### src/gosa_pkg.sv
// Shared types and constants for the operand swizzle address generator.
// Used by every module under src; no dependencies of its own.
package gosa_pkg;

  // Largest legal tile dimension
  localparam int unsigned MAX_DIM = 1024;
  localparam int unsigned DIM_W   = 11;
  localparam int unsigned IDX_W   = 10;
  localparam int unsigned PAD_W   = 12;
  localparam int unsigned OFF_W   = 21;
  localparam int unsigned TC_W    = 6;
  localparam int unsigned TR_W    = 8;
  localparam int unsigned SWZ_W   = 10;

  // Register map
  localparam logic [1:0] REG_ELEM_SIZE   = 2'd0;
  localparam logic [1:0] REG_K_FACTOR    = 2'd1;
  localparam logic [1:0] REG_TILE_WIDTH  = 2'd2;
  localparam logic [1:0] REG_TILE_HEIGHT = 2'd3;

  // Element size codes and k-factor values
  localparam logic [1:0] ESC_8  = 2'd0;
  localparam logic [1:0] ESC_16 = 2'd1;
  localparam logic [1:0] ESC_64 = 2'd3;
  localparam logic [1:0] KF_OUTER = 2'd1;
  localparam logic [1:0] KF_INNER = 2'd2;

  typedef enum logic [2:0] {
    KIND_FULL       = 3'd0,
    KIND_HALF       = 3'd1,
    KIND_F64_KOUTER = 3'd2,
    KIND_F64_KINNER = 3'd3,
    KIND_PADDED     = 3'd4
  } kind_t;

  typedef struct packed {
    logic [1:0]       elem_size;
    logic [1:0]       k_factor;
    logic [DIM_W-1:0] tile_width;
    logic [DIM_W-1:0] tile_height;
  } cfg_t;

  // Stage 1 -> stage 2
  typedef struct packed {
    kind_t            kind;
    logic             err;
    logic [IDX_W-1:0] row;
    logic [IDX_W-1:0] col;
    logic [1:0]       elem_size;
    logic [PAD_W-1:0] padded;
  } dec_t;

  // Stage 2 -> stage 3
  typedef struct packed {
    kind_t            kind;
    logic             err;
    logic [TC_W-1:0]  tile_col;
    logic [TR_W-1:0]  tile_row;
    logic [SWZ_W-1:0] swz_off;
    logic [OFF_W-1:0] prod;
    logic [IDX_W-1:0] col;
  } map_t;

endpackage

### src/gemm_operand_swizzle_address_top.sv
// Operand tile swizzle address generator: (row, col) to layout kind, tile and offset.
// Pipeline: registered decode, map and output stages between input transaction and result valid.
// Throughput: one transaction per cycle; each stage holds under back-pressure.
// Reset (rst_n, synchronous): pipeline valids clear; registers return to 16-bit
// elements, k outer, 64 x 64 tile. Depends on gosa_pkg and the gosa_* stages.
module gemm_operand_swizzle_address_top (
  input  logic        clk,
  input  logic        rst_n,
  // Input channel
  input  logic        in_tvalid,
  output logic        in_tready,
  input  logic [23:0] in_tdata,   // [9:0] row, [19:10] col, [23:20] zero
  // Result channel
  output logic        out_tvalid,
  input  logic        out_tready,
  output logic [39:0] out_tdata,  // [5:0] tile_col, [13:6] tile_row, [34:14] offset, [39:35] zero
  output logic [3:0]  out_tuser,  // [2:0] layout_kind, [3] error
  // Configuration port
  input  logic        cfg_psel,
  input  logic        cfg_penable,
  input  logic        cfg_pwrite,
  input  logic [3:0]  cfg_paddr,
  input  logic [31:0] cfg_pwdata,
  output logic [31:0] cfg_prdata,
  output logic        cfg_pready
);

  gosa_pkg::cfg_t             cfg;
  logic                       dec_valid;
  logic                       dec_ready;
  gosa_pkg::dec_t             dec_data;
  logic                       map_valid;
  logic                       map_ready;
  gosa_pkg::map_t             map_data;
  gosa_pkg::kind_t            res_kind;
  logic [gosa_pkg::TC_W-1:0]  res_tile_col;
  logic [gosa_pkg::TR_W-1:0]  res_tile_row;
  logic [gosa_pkg::OFF_W-1:0] res_offset;
  logic                       res_err;

  gosa_cfg u_cfg (
    .clk     (clk),
    .rst_n   (rst_n),
    .psel    (cfg_psel),
    .penable (cfg_penable),
    .pwrite  (cfg_pwrite),
    .paddr   (cfg_paddr),
    .pwdata  (cfg_pwdata),
    .prdata  (cfg_prdata),
    .pready  (cfg_pready),
    .cfg     (cfg)
  );

  gosa_decode u_decode (
    .clk      (clk),
    .rst_n    (rst_n),
    .cfg      (cfg),
    .up_valid (in_tvalid),
    .up_ready (in_tready),
    .row      (in_tdata[9:0]),
    .col      (in_tdata[19:10]),
    .dn_valid (dec_valid),
    .dn_ready (dec_ready),
    .dn_data  (dec_data)
  );

  gosa_map u_map (
    .clk      (clk),
    .rst_n    (rst_n),
    .up_valid (dec_valid),
    .up_ready (dec_ready),
    .up_data  (dec_data),
    .dn_valid (map_valid),
    .dn_ready (map_ready),
    .dn_data  (map_data)
  );

  gosa_out u_out (
    .clk      (clk),
    .rst_n    (rst_n),
    .up_valid (map_valid),
    .up_ready (map_ready),
    .up_data  (map_data),
    .dn_valid (out_tvalid),
    .dn_ready (out_tready),
    .kind     (res_kind),
    .tile_col (res_tile_col),
    .tile_row (res_tile_row),
    .offset   (res_offset),
    .err      (res_err)
  );

  // Pack result fields
  assign out_tdata = {5'd0, res_offset, res_tile_row, res_tile_col};
  assign out_tuser = {res_err, res_kind};

endmodule

### src/gosa_cfg.sv
// Configuration registers behind an APB-style write/read port.
// Depends on gosa_pkg for the register map and cfg_t.
module gosa_cfg (
  input  logic                clk,
  input  logic                rst_n,
  input  logic                psel,
  input  logic                penable,
  input  logic                pwrite,
  input  logic [3:0]          paddr,
  input  logic [31:0]         pwdata,
  output logic [31:0]         prdata,
  output logic                pready,
  output gosa_pkg::cfg_t      cfg
);

  gosa_pkg::cfg_t cfg_r;
  logic           wr_en;

  assign pready = 1'b1;
  assign wr_en  = psel && penable && pwrite;
  assign cfg    = cfg_r;

  // Write selected register
  always_ff @(posedge clk) begin
    if (!rst_n) begin
      cfg_r.elem_size   <= gosa_pkg::ESC_16;
      cfg_r.k_factor    <= gosa_pkg::KF_OUTER;
      cfg_r.tile_width  <= gosa_pkg::DIM_W'(64);
      cfg_r.tile_height <= gosa_pkg::DIM_W'(64);
    end else if (wr_en) begin
      case (paddr[3:2])
        gosa_pkg::REG_ELEM_SIZE:   cfg_r.elem_size   <= pwdata[1:0];
        gosa_pkg::REG_K_FACTOR:    cfg_r.k_factor    <= pwdata[1:0];
        gosa_pkg::REG_TILE_WIDTH:  cfg_r.tile_width  <= pwdata[gosa_pkg::DIM_W-1:0];
        gosa_pkg::REG_TILE_HEIGHT: cfg_r.tile_height <= pwdata[gosa_pkg::DIM_W-1:0];
        default: ;
      endcase
    end
  end

  // Read back selected register
  always_comb begin
    case (paddr[3:2])
      gosa_pkg::REG_ELEM_SIZE:   prdata = 32'(cfg_r.elem_size);
      gosa_pkg::REG_K_FACTOR:    prdata = 32'(cfg_r.k_factor);
      gosa_pkg::REG_TILE_WIDTH:  prdata = 32'(cfg_r.tile_width);
      gosa_pkg::REG_TILE_HEIGHT: prdata = 32'(cfg_r.tile_height);
      default:                   prdata = 32'd0;
    endcase
  end

endmodule

### src/gosa_decode.sv
// Stage 1: layout selection, range and stride checks, padded row width.
// Depends on gosa_pkg for cfg_t, dec_t and the layout kinds.
module gosa_decode (
  input  logic                       clk,
  input  logic                       rst_n,
  input  gosa_pkg::cfg_t             cfg,
  input  logic                       up_valid,
  output logic                       up_ready,
  input  logic [gosa_pkg::IDX_W-1:0] row,
  input  logic [gosa_pkg::IDX_W-1:0] col,
  output logic                       dn_valid,
  input  logic                       dn_ready,
  output gosa_pkg::dec_t             dn_data
);

  logic                       valid_r;
  gosa_pkg::dec_t             data_r;
  gosa_pkg::dec_t             data_nxt;
  gosa_pkg::kind_t            kind;
  logic [gosa_pkg::DIM_W-1:0] full_mask;
  logic [gosa_pkg::DIM_W-1:0] half_mask;
  logic [gosa_pkg::DIM_W-1:0] pad_mask;
  logic [4:0]                 vec;
  logic                       kf_bad;
  logic                       dim_bad;
  logic                       idx_bad;
  logic                       stride_bad;

  assign up_ready = !valid_r || dn_ready;
  assign dn_valid = valid_r;
  assign dn_data  = data_r;

  // Width masks: multiple of 8 vectors, 4 vectors, 256 bits
  assign full_mask = gosa_pkg::DIM_W'(127) >> cfg.elem_size;
  assign half_mask = gosa_pkg::DIM_W'(63) >> cfg.elem_size;
  assign pad_mask  = gosa_pkg::DIM_W'(31) >> cfg.elem_size;
  assign vec       = 5'd16 >> cfg.elem_size;

  // Pick the layout
  always_comb begin
    if (cfg.elem_size == gosa_pkg::ESC_64) begin
      if (cfg.tile_width[3:0] != 4'd0)           kind = gosa_pkg::KIND_PADDED;
      else if (cfg.k_factor == gosa_pkg::KF_OUTER) kind = gosa_pkg::KIND_F64_KOUTER;
      else if (cfg.k_factor == gosa_pkg::KF_INNER) kind = gosa_pkg::KIND_F64_KINNER;
      else                                          kind = gosa_pkg::KIND_PADDED;
    end else if (cfg.k_factor == gosa_pkg::KF_OUTER && cfg.elem_size == gosa_pkg::ESC_8) begin
      kind = gosa_pkg::KIND_PADDED;
    end else if ((cfg.tile_width & full_mask) == '0) begin
      kind = gosa_pkg::KIND_FULL;
    end else if ((cfg.tile_width & half_mask) == '0) begin
      kind = gosa_pkg::KIND_HALF;
    end else begin
      kind = gosa_pkg::KIND_PADDED;
    end
  end

  // Error conditions
  assign kf_bad  = (cfg.k_factor != gosa_pkg::KF_OUTER) && (cfg.k_factor != gosa_pkg::KF_INNER);
  assign dim_bad = (cfg.tile_width == '0) ||
                   (cfg.tile_width > gosa_pkg::DIM_W'(gosa_pkg::MAX_DIM)) ||
                   (cfg.tile_height == '0) ||
                   (cfg.tile_height > gosa_pkg::DIM_W'(gosa_pkg::MAX_DIM));
  assign idx_bad = ({1'b0, row} >= cfg.tile_height) || ({1'b0, col} >= cfg.tile_width);
  assign stride_bad = ((kind == gosa_pkg::KIND_FULL) || (kind == gosa_pkg::KIND_HALF)) &&
                      (cfg.tile_height[2:0] != 3'd0);

  always_comb begin
    data_nxt.kind      = kind;
    data_nxt.err       = kf_bad || dim_bad || idx_bad || stride_bad;
    data_nxt.row       = row;
    data_nxt.col       = col;
    data_nxt.elem_size = cfg.elem_size;
    // Add one vector of padding when a row is a multiple of 256 bits
    data_nxt.padded    = {1'b0, cfg.tile_width} +
                         (((cfg.tile_width & pad_mask) == '0) ?
                          gosa_pkg::PAD_W'(vec) : gosa_pkg::PAD_W'(0));
  end

  // Advance stage
  always_ff @(posedge clk) begin
    if (!rst_n) begin
      valid_r <= 1'b0;
    end else if (up_ready) begin
      valid_r <= up_valid;
    end
  end

  always_ff @(posedge clk) begin
    if (up_valid && up_ready) begin
      data_r <= data_nxt;
    end
  end

endmodule

### src/gosa_map.sv
// Stage 2: swizzle math for the four swizzled layouts and the padded product.
// Depends on gosa_pkg for dec_t, map_t and the layout kinds.
module gosa_map (
  input  logic           clk,
  input  logic           rst_n,
  input  logic           up_valid,
  output logic           up_ready,
  input  gosa_pkg::dec_t up_data,
  output logic           dn_valid,
  input  logic           dn_ready,
  output gosa_pkg::map_t dn_data
);

  logic                       valid_r;
  gosa_pkg::map_t             data_r;
  gosa_pkg::map_t             data_nxt;
  logic [2:0]                 lv;
  logic [gosa_pkg::IDX_W-1:0] vidx;
  logic [gosa_pkg::IDX_W-1:0] col_low;
  logic [2:0]                 s8;
  logic [1:0]                 s4;
  logic [3:0]                 c16;
  logic [2:0]                 c8;
  logic [1:0]                 c4;
  logic [21:0]                prod;

  assign up_ready = !valid_r || dn_ready;
  assign dn_valid = valid_r;
  assign dn_data  = data_r;

  // Vector index and position inside the vector
  assign lv      = 3'(3'd4 - {1'b0, up_data.elem_size});
  assign vidx    = up_data.col >> lv;
  assign col_low = up_data.col & (gosa_pkg::IDX_W'(15) >> up_data.elem_size);
  assign s8      = up_data.row[2:0];
  assign s4      = up_data.row[1:0];
  assign c8      = vidx[2:0];
  assign c4      = vidx[1:0];
  assign c16     = up_data.col[3:0];

  // Flat padded offset product; the column is added in the next stage
  assign prod = 22'(up_data.row) * 22'(up_data.padded);

  always_comb begin
    data_nxt.kind     = up_data.kind;
    data_nxt.err      = up_data.err;
    data_nxt.prod     = prod[gosa_pkg::OFF_W-1:0];
    data_nxt.col      = up_data.col;
    data_nxt.tile_col = '0;
    data_nxt.tile_row = '0;
    data_nxt.swz_off  = '0;
    case (up_data.kind)
      gosa_pkg::KIND_FULL: begin
        data_nxt.tile_row = gosa_pkg::TR_W'(up_data.row >> 3);
        data_nxt.tile_col = gosa_pkg::TC_W'(vidx >> 3);
        data_nxt.swz_off  = (gosa_pkg::SWZ_W'({s8, c8 ^ s8}) << lv) | col_low;
      end
      gosa_pkg::KIND_HALF: begin
        data_nxt.tile_row = gosa_pkg::TR_W'(up_data.row >> 3);
        data_nxt.tile_col = gosa_pkg::TC_W'(vidx >> 2);
        data_nxt.swz_off  = (gosa_pkg::SWZ_W'({s8, c4 ^ s8[2:1]}) << lv) | col_low;
      end
      gosa_pkg::KIND_F64_KOUTER: begin
        data_nxt.tile_row = gosa_pkg::TR_W'(up_data.row >> 2);
        data_nxt.tile_col = gosa_pkg::TC_W'(up_data.col >> 4);
        data_nxt.swz_off  = gosa_pkg::SWZ_W'({s4, c16[3:2] ^ s4, c16[1:0]});
      end
      gosa_pkg::KIND_F64_KINNER: begin
        data_nxt.tile_row = gosa_pkg::TR_W'(up_data.row >> 2);
        data_nxt.tile_col = gosa_pkg::TC_W'(up_data.col >> 4);
        data_nxt.swz_off  = gosa_pkg::SWZ_W'({s4, c16[3:2], c16[1:0] ^ s4});
      end
      default: ;
    endcase
  end

  // Advance stage
  always_ff @(posedge clk) begin
    if (!rst_n) begin
      valid_r <= 1'b0;
    end else if (up_ready) begin
      valid_r <= up_valid;
    end
  end

  always_ff @(posedge clk) begin
    if (up_valid && up_ready) begin
      data_r <= data_nxt;
    end
  end

endmodule

### src/gosa_out.sv
// Stage 3: final offset select, error zeroing and the output register.
// Depends on gosa_pkg for map_t and the layout kinds.
module gosa_out (
  input  logic                       clk,
  input  logic                       rst_n,
  input  logic                       up_valid,
  output logic                       up_ready,
  input  gosa_pkg::map_t             up_data,
  output logic                       dn_valid,
  input  logic                       dn_ready,
  output gosa_pkg::kind_t            kind,
  output logic [gosa_pkg::TC_W-1:0]  tile_col,
  output logic [gosa_pkg::TR_W-1:0]  tile_row,
  output logic [gosa_pkg::OFF_W-1:0] offset,
  output logic                       err
);

  logic                       valid_r;
  gosa_pkg::kind_t            kind_r;
  logic [gosa_pkg::TC_W-1:0]  tile_col_r;
  logic [gosa_pkg::TR_W-1:0]  tile_row_r;
  logic [gosa_pkg::OFF_W-1:0] offset_r;
  logic                       err_r;
  logic [gosa_pkg::OFF_W-1:0] offset_nxt;

  assign up_ready = !valid_r || dn_ready;
  assign dn_valid = valid_r;
  assign kind     = kind_r;
  assign tile_col = tile_col_r;
  assign tile_row = tile_row_r;
  assign offset   = offset_r;
  assign err      = err_r;

  // Padded offset wraps at the field width
  assign offset_nxt = (up_data.kind == gosa_pkg::KIND_PADDED) ?
                      gosa_pkg::OFF_W'(up_data.prod + gosa_pkg::OFF_W'(up_data.col)) :
                      gosa_pkg::OFF_W'(up_data.swz_off);

  always_ff @(posedge clk) begin
    if (!rst_n) begin
      valid_r <= 1'b0;
    end else if (up_ready) begin
      valid_r <= up_valid;
    end
  end

  // Load result; drop coordinates on error
  always_ff @(posedge clk) begin
    if (up_valid && up_ready) begin
      kind_r     <= up_data.kind;
      err_r      <= up_data.err;
      tile_col_r <= up_data.err ? '0 : up_data.tile_col;
      tile_row_r <= up_data.err ? '0 : up_data.tile_row;
      offset_r   <= up_data.err ? '0 : offset_nxt;
    end
  end

endmodule
### config.mk
export PLATFORM = sky130hd
export DESIGN_NAME = gemm_operand_swizzle_address_top
export DESIGN_NICKNAME = d
export VERILOG_FILES = /design/src/gosa_pkg.sv /design/src/gemm_operand_swizzle_address_top.sv /design/src/gosa_cfg.sv /design/src/gosa_decode.sv /design/src/gosa_map.sv /design/src/gosa_out.sv
export SDC_FILE = /design/constraint.sdc
export NUM_CORES = 1
export LEC_CHECK = 0
export BUFFER_PORTS_ARGS = -buffer_cell sky130_fd_sc_hd__clkbuf_2
export CAP_MARGIN = 20
export CORE_MARGIN = 2
export CORE_UTILIZATION = 42
export CTS_CLUSTER_SIZE = 16
export DETAILED_ROUTE_END_ITERATION = 10
export GPL_ROUTABILITY_DRIVEN = 0
export GPL_TIMING_DRIVEN = 0
export SETUP_SLACK_MARGIN = 0.3
export SLEW_MARGIN = 20
export SYNTH_ARGS = -nofsm -noshare
export SYNTH_HDL_FRONTEND = slang
export SYNTH_HIERARCHICAL = 1
export SYNTH_SLANG_ARGS = --single-unit
### constraint.sdc
create_clock -name clk -period 7.2 [get_ports clk]
set_input_delay 0.36 -clock clk [delete_from_list [all_inputs] [get_ports clk]]
set_output_delay 0.36 -clock clk [all_outputs]
set_load 0.005 [all_outputs]
Word-level counts from Yosys, hierarchy flattened
Index checks and enable logic that the tools add are counted.
{"block": "totals", "reg_bits": 165, "latch_bits": 0, "mem_bits_rw": 0, "mem_bits_ro": 0, "input_bits": 67, "out_inout_bits": 79, "elab_cells": 115, "n_memories": 0}
{"block": "classes", "add_sub_neg": 3, "n_mul": 1, "n_div": 0, "n_lt_le_gt_ge": 4, "n_eq_ne": 13, "shift": 8, "mux": 11, "bitwise": 11, "reduce_logical": 38}
{"operator": "$pmux W32 S4", "count": 1}
{"operator": "$pmux W24 S4", "count": 1}
{"operator": "$logic_not A11 Y1", "count": 5}
{"operator": "$and A11 B11 Y11", "count": 3}
{"operator": "$ge A10 B11 Y1", "count": 2}
{"operator": "$gt A11 B11 Y1 const B", "count": 2}
{"operator": "$add A21 B10 Y21", "count": 1}
{"operator": "$mul A10 B12 Y21", "count": 1}
{"operator": "$mux W3", "count": 7}
{"operator": "$or A10 B10 Y10", "count": 2}
{"operator": "$add A11 B12 Y12", "count": 1}
{"operator": "$logic_or A1 B1 Y1", "count": 11}
{"operator": "$shr A5 B2 Y11 const A", "count": 1}
{"operator": "$shr A6 B2 Y11 const A", "count": 1}
{"operator": "$shr A7 B2 Y11 const A", "count": 1}
{"operator": "$and A10 B10 Y10", "count": 1}
{"operator": "$mux W10", "count": 1}
{"operator": "$shl A5 B3 Y10", "count": 1}
{"operator": "$shl A6 B3 Y10", "count": 1}
{"operator": "$shr A10 B3 Y9", "count": 1}
{"operator": "$shr A4 B2 Y10 const A", "count": 1}
{"operator": "$eq A2 B2 Y1 const B", "count": 4}
{"operator": "$logic_and A1 B1 Y1", "count": 8}
{"operator": "$reduce_and A2 Y1", "count": 4}
{"operator": "other kinds (18)", "count": 27}

Logic depth before layout (Yosys ltp)
{"block": "logic_depth", "word_depth": 11, "ltp_mapped": 20, "ltp_nobuf": 18}

Hierarchy
The synthesis kept the hierarchy.
{"mod": "gosa_map", "n_inst": 1, "cells_each": 688, "area_each_um2": 6799.0, "seq_area_each_um2": 1791.7}
{"mod": "gosa_out", "n_inst": 1, "cells_each": 217, "area_each_um2": 2319.7, "seq_area_each_um2": 1191.1}
{"mod": "gosa_decode", "n_inst": 1, "cells_each": 176, "area_each_um2": 2169.6, "seq_area_each_um2": 1161.1}
{"mod": "gosa_cfg", "n_inst": 1, "cells_each": 151, "area_each_um2": 1426.4, "seq_area_each_um2": 520.5}
{"mod": "gemm_operand_swizzle_address_top", "n_inst": 1, "cells_each": 7, "area_each_um2": 48.8, "seq_area_each_um2": 0.0}

Least setup slack after synthesis
No wires, ideal clock.
{"block": "synth_timing", "path_kind": "register to register", "startpoint": "register u_decode.data_r (netlist bit u_decode/dn_data[26])", "endpoint": "register u_map.data_r (netlist bit u_map/dn_data[23]), data pin", "setup_ps": 195, "t_arrival_ps": 5226, "required_time_ps": 7005, "path_slack_ps": 1779, "path_stages_with_launch": 20, "path_buffers": 2, "synth_period_minus_slack_ps": 5421, "cell_sequence": "edfxtp_1 clkbuf_1 clkbuf_1 nand2_1 fa_1 inv_1 fa_1 inv_1 fa_1 inv_1 fa_1 inv_1 fa_1 inv_1 ha_1 a211o_1 o2111ai_1 a21boi_0 or4_1 o311ai_0"}
{"item": "from (decl)", "line_no": "gosa_decode.sv:17", "rtl": "gosa_pkg::dec_t data_r;"}
{"item": "from (signal assigned)", "line_no": "gosa_decode.sv:90", "rtl": "data_r <= data_nxt;"}
{"item": "to (signal assigned)", "line_no": "gosa_map.sv:88", "rtl": "data_r <= data_nxt;"}
{"item": "to (decl)", "line_no": "gosa_map.sv:15", "rtl": "gosa_pkg::map_t data_r;"}

==> PnR_summary.wiki <==
{| class="wikitable"
! Metric !! Value
|-
| Yosys top cell by area || sky130_fd_sc_hd__edfxtp_1
|-
| Effective utilization at floorplan || 0.428
|-
| Setup TNS after final layout || 0 ns
|-
| Leading post-synthesis cells by cell area || sky130_fd_sc_hd__edfxtp_1 32%, sky130_fd_sc_hd__fa_1 12%, sky130_fd_sc_hd__ha_1 9.0%, sky130_fd_sc_hd__dfxtp_1 4.5%, sky130_fd_sc_hd__nand2_1 4.3%
|-
| Part of the Yosys area used for sequential elements || 0.365
|-
| TritonCTS clock tree || yes
|-
| Worst Hold Slack || 0.135 ns
|-
| Leakage power summed over all cells || 6.29 nW
|-
| Clock transition time at the flip-flop clock pins of the worst setup and hold paths || 0.07 ns
|-
| Fmax || 0.162 GHz
|-
| Min Tclk post-route || 6.16 ns
|-
| Most instantiated cells after synthesis || 147 x sky130_fd_sc_hd__nand2_1, 136 x sky130_fd_sc_hd__edfxtp_1, 121 x sky130_fd_sc_hd__inv_1, 92 x sky130_fd_sc_hd__ha_1, 79 x sky130_fd_sc_hd__fa_1
|-
| Pre-CTS setup slack || 1.05 ns
|-
| Slew @ Worst Pin || 0.747 ns
|-
| Die span in y || 178 um
|-
| Drc violations || 0
|-
| Filler Cell Count || 2809
|-
| Arrival time worst endpoint || 6.38 ns
|-
| Final worst path period share || 0.855
|-
| Synthesized cell area || 0.0128 mm^2
|-
| PwrDens || 241 mW/mm^2
|-
| Data required time at the worst endpoint || 7.42 ns
|-
| Avg Cell Area, Syn || 10.3 um^2
|-
| R2R setup slack || 1.04 ns
|-
| Library cell with the highest instance count after synthesis || sky130_fd_sc_hd__nand2_1
|-
| Proportion of synthesized flip-flops having asynchronous set or reset || 0
|-
| Post-detail-place hpwl || 22600 um
|-
| Overall die area || 0.0318 mm^2
|-
| Die X || 178 um
|-
| Core region area || 0.0298 mm^2
|-
| Vias in the first global route || 8887
|-
| Type of the worst setup path || flip-flop to flip-flop
|-
| Worst hold path type || input port to flip-flop
|-
| DRC marker count from the first detailed-route iteration || 528
|-
| Final Net Count || 1613
|-
| Outcome || complete, no violations
|-
| Layout area overhead || 13.2%
|-
| Antenna diode count || 0
|-
| Quantity of hold-fixing buffers added after cts || 0
|-
| Setup repair after global routing missed its margin || no
|-
| Register bit total from synthesis || 165
|-
| Number of buffers on the longest clock path || 2
|-
| Number of top-level design ports || 146
|-
| Final setup margin || 1.04 ns
|-
| First-pass GRT wire length || 46900 um
|-
| Gate Count Post-Synth || 1239
|-
| Number of synthesized flops with an enable pin || 136
|-
| Antenna violations before repair || 0
|-
| Count of input and output buffers || 90
|-
| Via density per instance || 5.19
|-
| Area share of the largest cell type after synthesis || 0.320
|-
| Final ANT Viol Nets || 0
|-
| Wire per inst || 16.5 um
|-
| Min-Delay Endpoint || u_decode/dn_data[14]
|-
| Largest net degree at the start of global routing || 59
|-
| Logic depth of the worst register-to-register path || 19
|-
| Startpoint type of the worst setup path || flip-flop
|-
| Area taken by multi-input logic gates || 0.00727 mm^2
|-
| Reg-to-reg startpoint || u_decode/dn_data[26]
|-
| Final setup violating endpoints || 0
|-
| Later-pin clock latency in the skew report || 0.42 ns
|-
| Reported max-cap violation count || 0
|-
| Total GRT Usage || 0.190
|-
| Deepest level of the CTS H-tree || 4
|-
| Footprint of the flip-flops and latches || 0.00466 mm^2
|-
| Root buffer cell || sky130_fd_sc_hd__clkbuf_16
|-
| Max rail drop VDD || 148 uV
|-
| Number of CTS-inserted buffers || 17
|-
| CP max FO || 10
|-
| Overflow left after global routing || 0
|-
| Slew headroom || 0.501
|-
| Maximum clock skew at final layout || 0.0139 ns
|-
| Hold Crit Start || in_tdata[10]
|-
| Final Hold Vio Count || 0
|-
| Library cells used by synthesis || 82
|-
| Pins Over Slew Limit || 0
|-
| Instance count along the most critical hold path || 1
|-
| Number of post-CTS setup repair buffers || 0
|-
| Post-cts repair resize count || 0
|-
| Number of vias after detailed routing || 9223
|-
| Critical path endpoint category || flip-flop
|-
| FF-to-FF End || u_map/dn_data[23]
|-
| Share of final-layout standard cells stronger than drive strength 1 || 0.139
|-
| Total wire length || 29400 um
|-
| Num rows || 63
|-
| Number of clock sinks seen by CTS || 165
|-
| Dominant synthesized flop cell || sky130_fd_sc_hd__edfxtp_1
|-
| Warning count from the yosys run || 6
|-
| Number of search-and-repair iterations in the first detailed-routing pass || 5
|}
metal layers:
layer | global-route usage | share of wire
met1 | 0.264 | 0.47
met2 | 0.301 | 0.46
met3 | 0.0322 | 0.053
met4 | 0.0681 | 0.024
met5 | 0 | 0
where the power goes:
group | total, W | switching [W] | internal (W)
combinational | 0.00136 | 0.000777 | 0.000587
sequential | 0.00123 | 0.0000633 | 0.00116
clock | 0.000899 | 0.000385 | 0.000514
total | 0.00349 | 0.00123 | 0.00226
worst max-delay path, stage by stage, from the launching register on:
cell and delay (ns):
sky130_fd_sc_hd__edfxtp_1 0.33, sky130_fd_sc_hd__clkbuf_1 0.55, sky130_fd_sc_hd__clkbuf_1 0.44, sky130_fd_sc_hd__nand2_1 0.14, sky130_fd_sc_hd__fa_1 0.52, sky130_fd_sc_hd__inv_1 0.05, sky130_fd_sc_hd__fa_1 0.50, sky130_fd_sc_hd__inv_1 0.05
sky130_fd_sc_hd__fa_1 0.48, sky130_fd_sc_hd__inv_1 0.06, sky130_fd_sc_hd__fa_1 0.52, sky130_fd_sc_hd__inv_1 0.05, sky130_fd_sc_hd__fa_1 0.52, sky130_fd_sc_hd__inv_1 0.04, sky130_fd_sc_hd__ha_1 0.37, sky130_fd_sc_hd__a211o_1 0.31
sky130_fd_sc_hd__o2111ai_1 0.30, sky130_fd_sc_hd__a21boi_0 0.19, sky130_fd_sc_hd__or4_1 0.41, sky130_fd_sc_hd__o311ai_0 0.11
cells in the final DEF (no fill, tap or decap), drive strengths merged, types with 8 or more instances in the layout:
cell and instances:
and2 71, inv 127, fa 79, and3 9, clkbuf 148, nand2b 11
conb 27, ha 92, nor3 21, xnor2 33, nand2 147, edfxtp 136
a21oi 53, a21o 16, nand3b 10, nor2b 29, nor3b 9, a311oi 8
nor2 46, nand3 21, nor4 8, o211ai 8, dfxtp 29, buf 47
o21ai 28, mux2i 55
sequential cells by signal, summed over array words and instances (netlist names):
| signal | flops |
|---|---|
| u_map/dn_data | 59 |
| u_decode/dn_data | 38 |
| u_cfg/cfg | 26 |
| u_out/offset | 21 |
| u_out/tile_row | 8 |
| u_out/tile_col | 6 |
| u_out/kind | 3 |
| u_decode/dn_valid | 1 |
| u_map/dn_valid | 1 |
| u_out/dn_valid | 1 |
| u_out/err | 1 |
worst max path at each step:
stage	startpoint	endpoint	slack [ns]
after floorplan	u_decode/dn_data[26]	u_map/dn_data[23]	1.78
after global placement	u_decode/dn_data[26]	u_map/dn_data[23]	1.10
after detailed placement	u_decode/dn_data[26]	u_map/dn_data[23]	1.05
after CTS	u_decode/dn_data[26]	u_map/dn_data[23]	1.0
after global routing	u_decode/dn_data[26]	u_map/dn_data[23]	0.61
final	u_decode/dn_data[26]	u_map/dn_data[23]	1.04
kinds of logic (layout without fill, tap and decap cells):
logic type / Yosys count / after routing / share of synthesized area
and+or+nand+nor: 416 / 416 / 0.172
buffers and inverters: 208 / 333 / 0.0727
AOI/OAI and AO/OA: 174 / 174 / 0.0920
adders and majority gates: 171 / 171 / 0.214
DFF: 165 / 165 / 0.365
muxes: 62 / 62 / 0.0547
xor gates and xnor gates: 40 / 40 / 0.0280
other: 3 / 27 / 0.000882
per-stage QoR:
stage | instances | instance area (um^2) | utilization | total power [W]
2_1_floorplan | 1263 | 12900 | - | 0.00228
3_3_place_gp | 1743 | 13800 | 0.463 | 0.00258
3_5_place_dp | 1746 | 13900 | 0.466 | 0.00260
4_1_cts | 1778 | 14400 | 0.485 | 0.00351
5_1_grt | 1778 | 14400 | 0.485 | 0.00376
6_report | 1778 | 14400 | 0.485 | 0.00349
final cells by class:
cell class                      instances  share of cell area
Tap cell                              390              0.0338
Clock buffer                           18              0.0297
Sequential cell                       165               0.323
Multi-Input combinational cell        890               0.503
Buffer                                 84              0.0320
Timing Repair Buffer                   93              0.0359
Inverter                              124              0.0323
Clock inverter                         14              0.0103
Power figures use the tool's default switching activity.
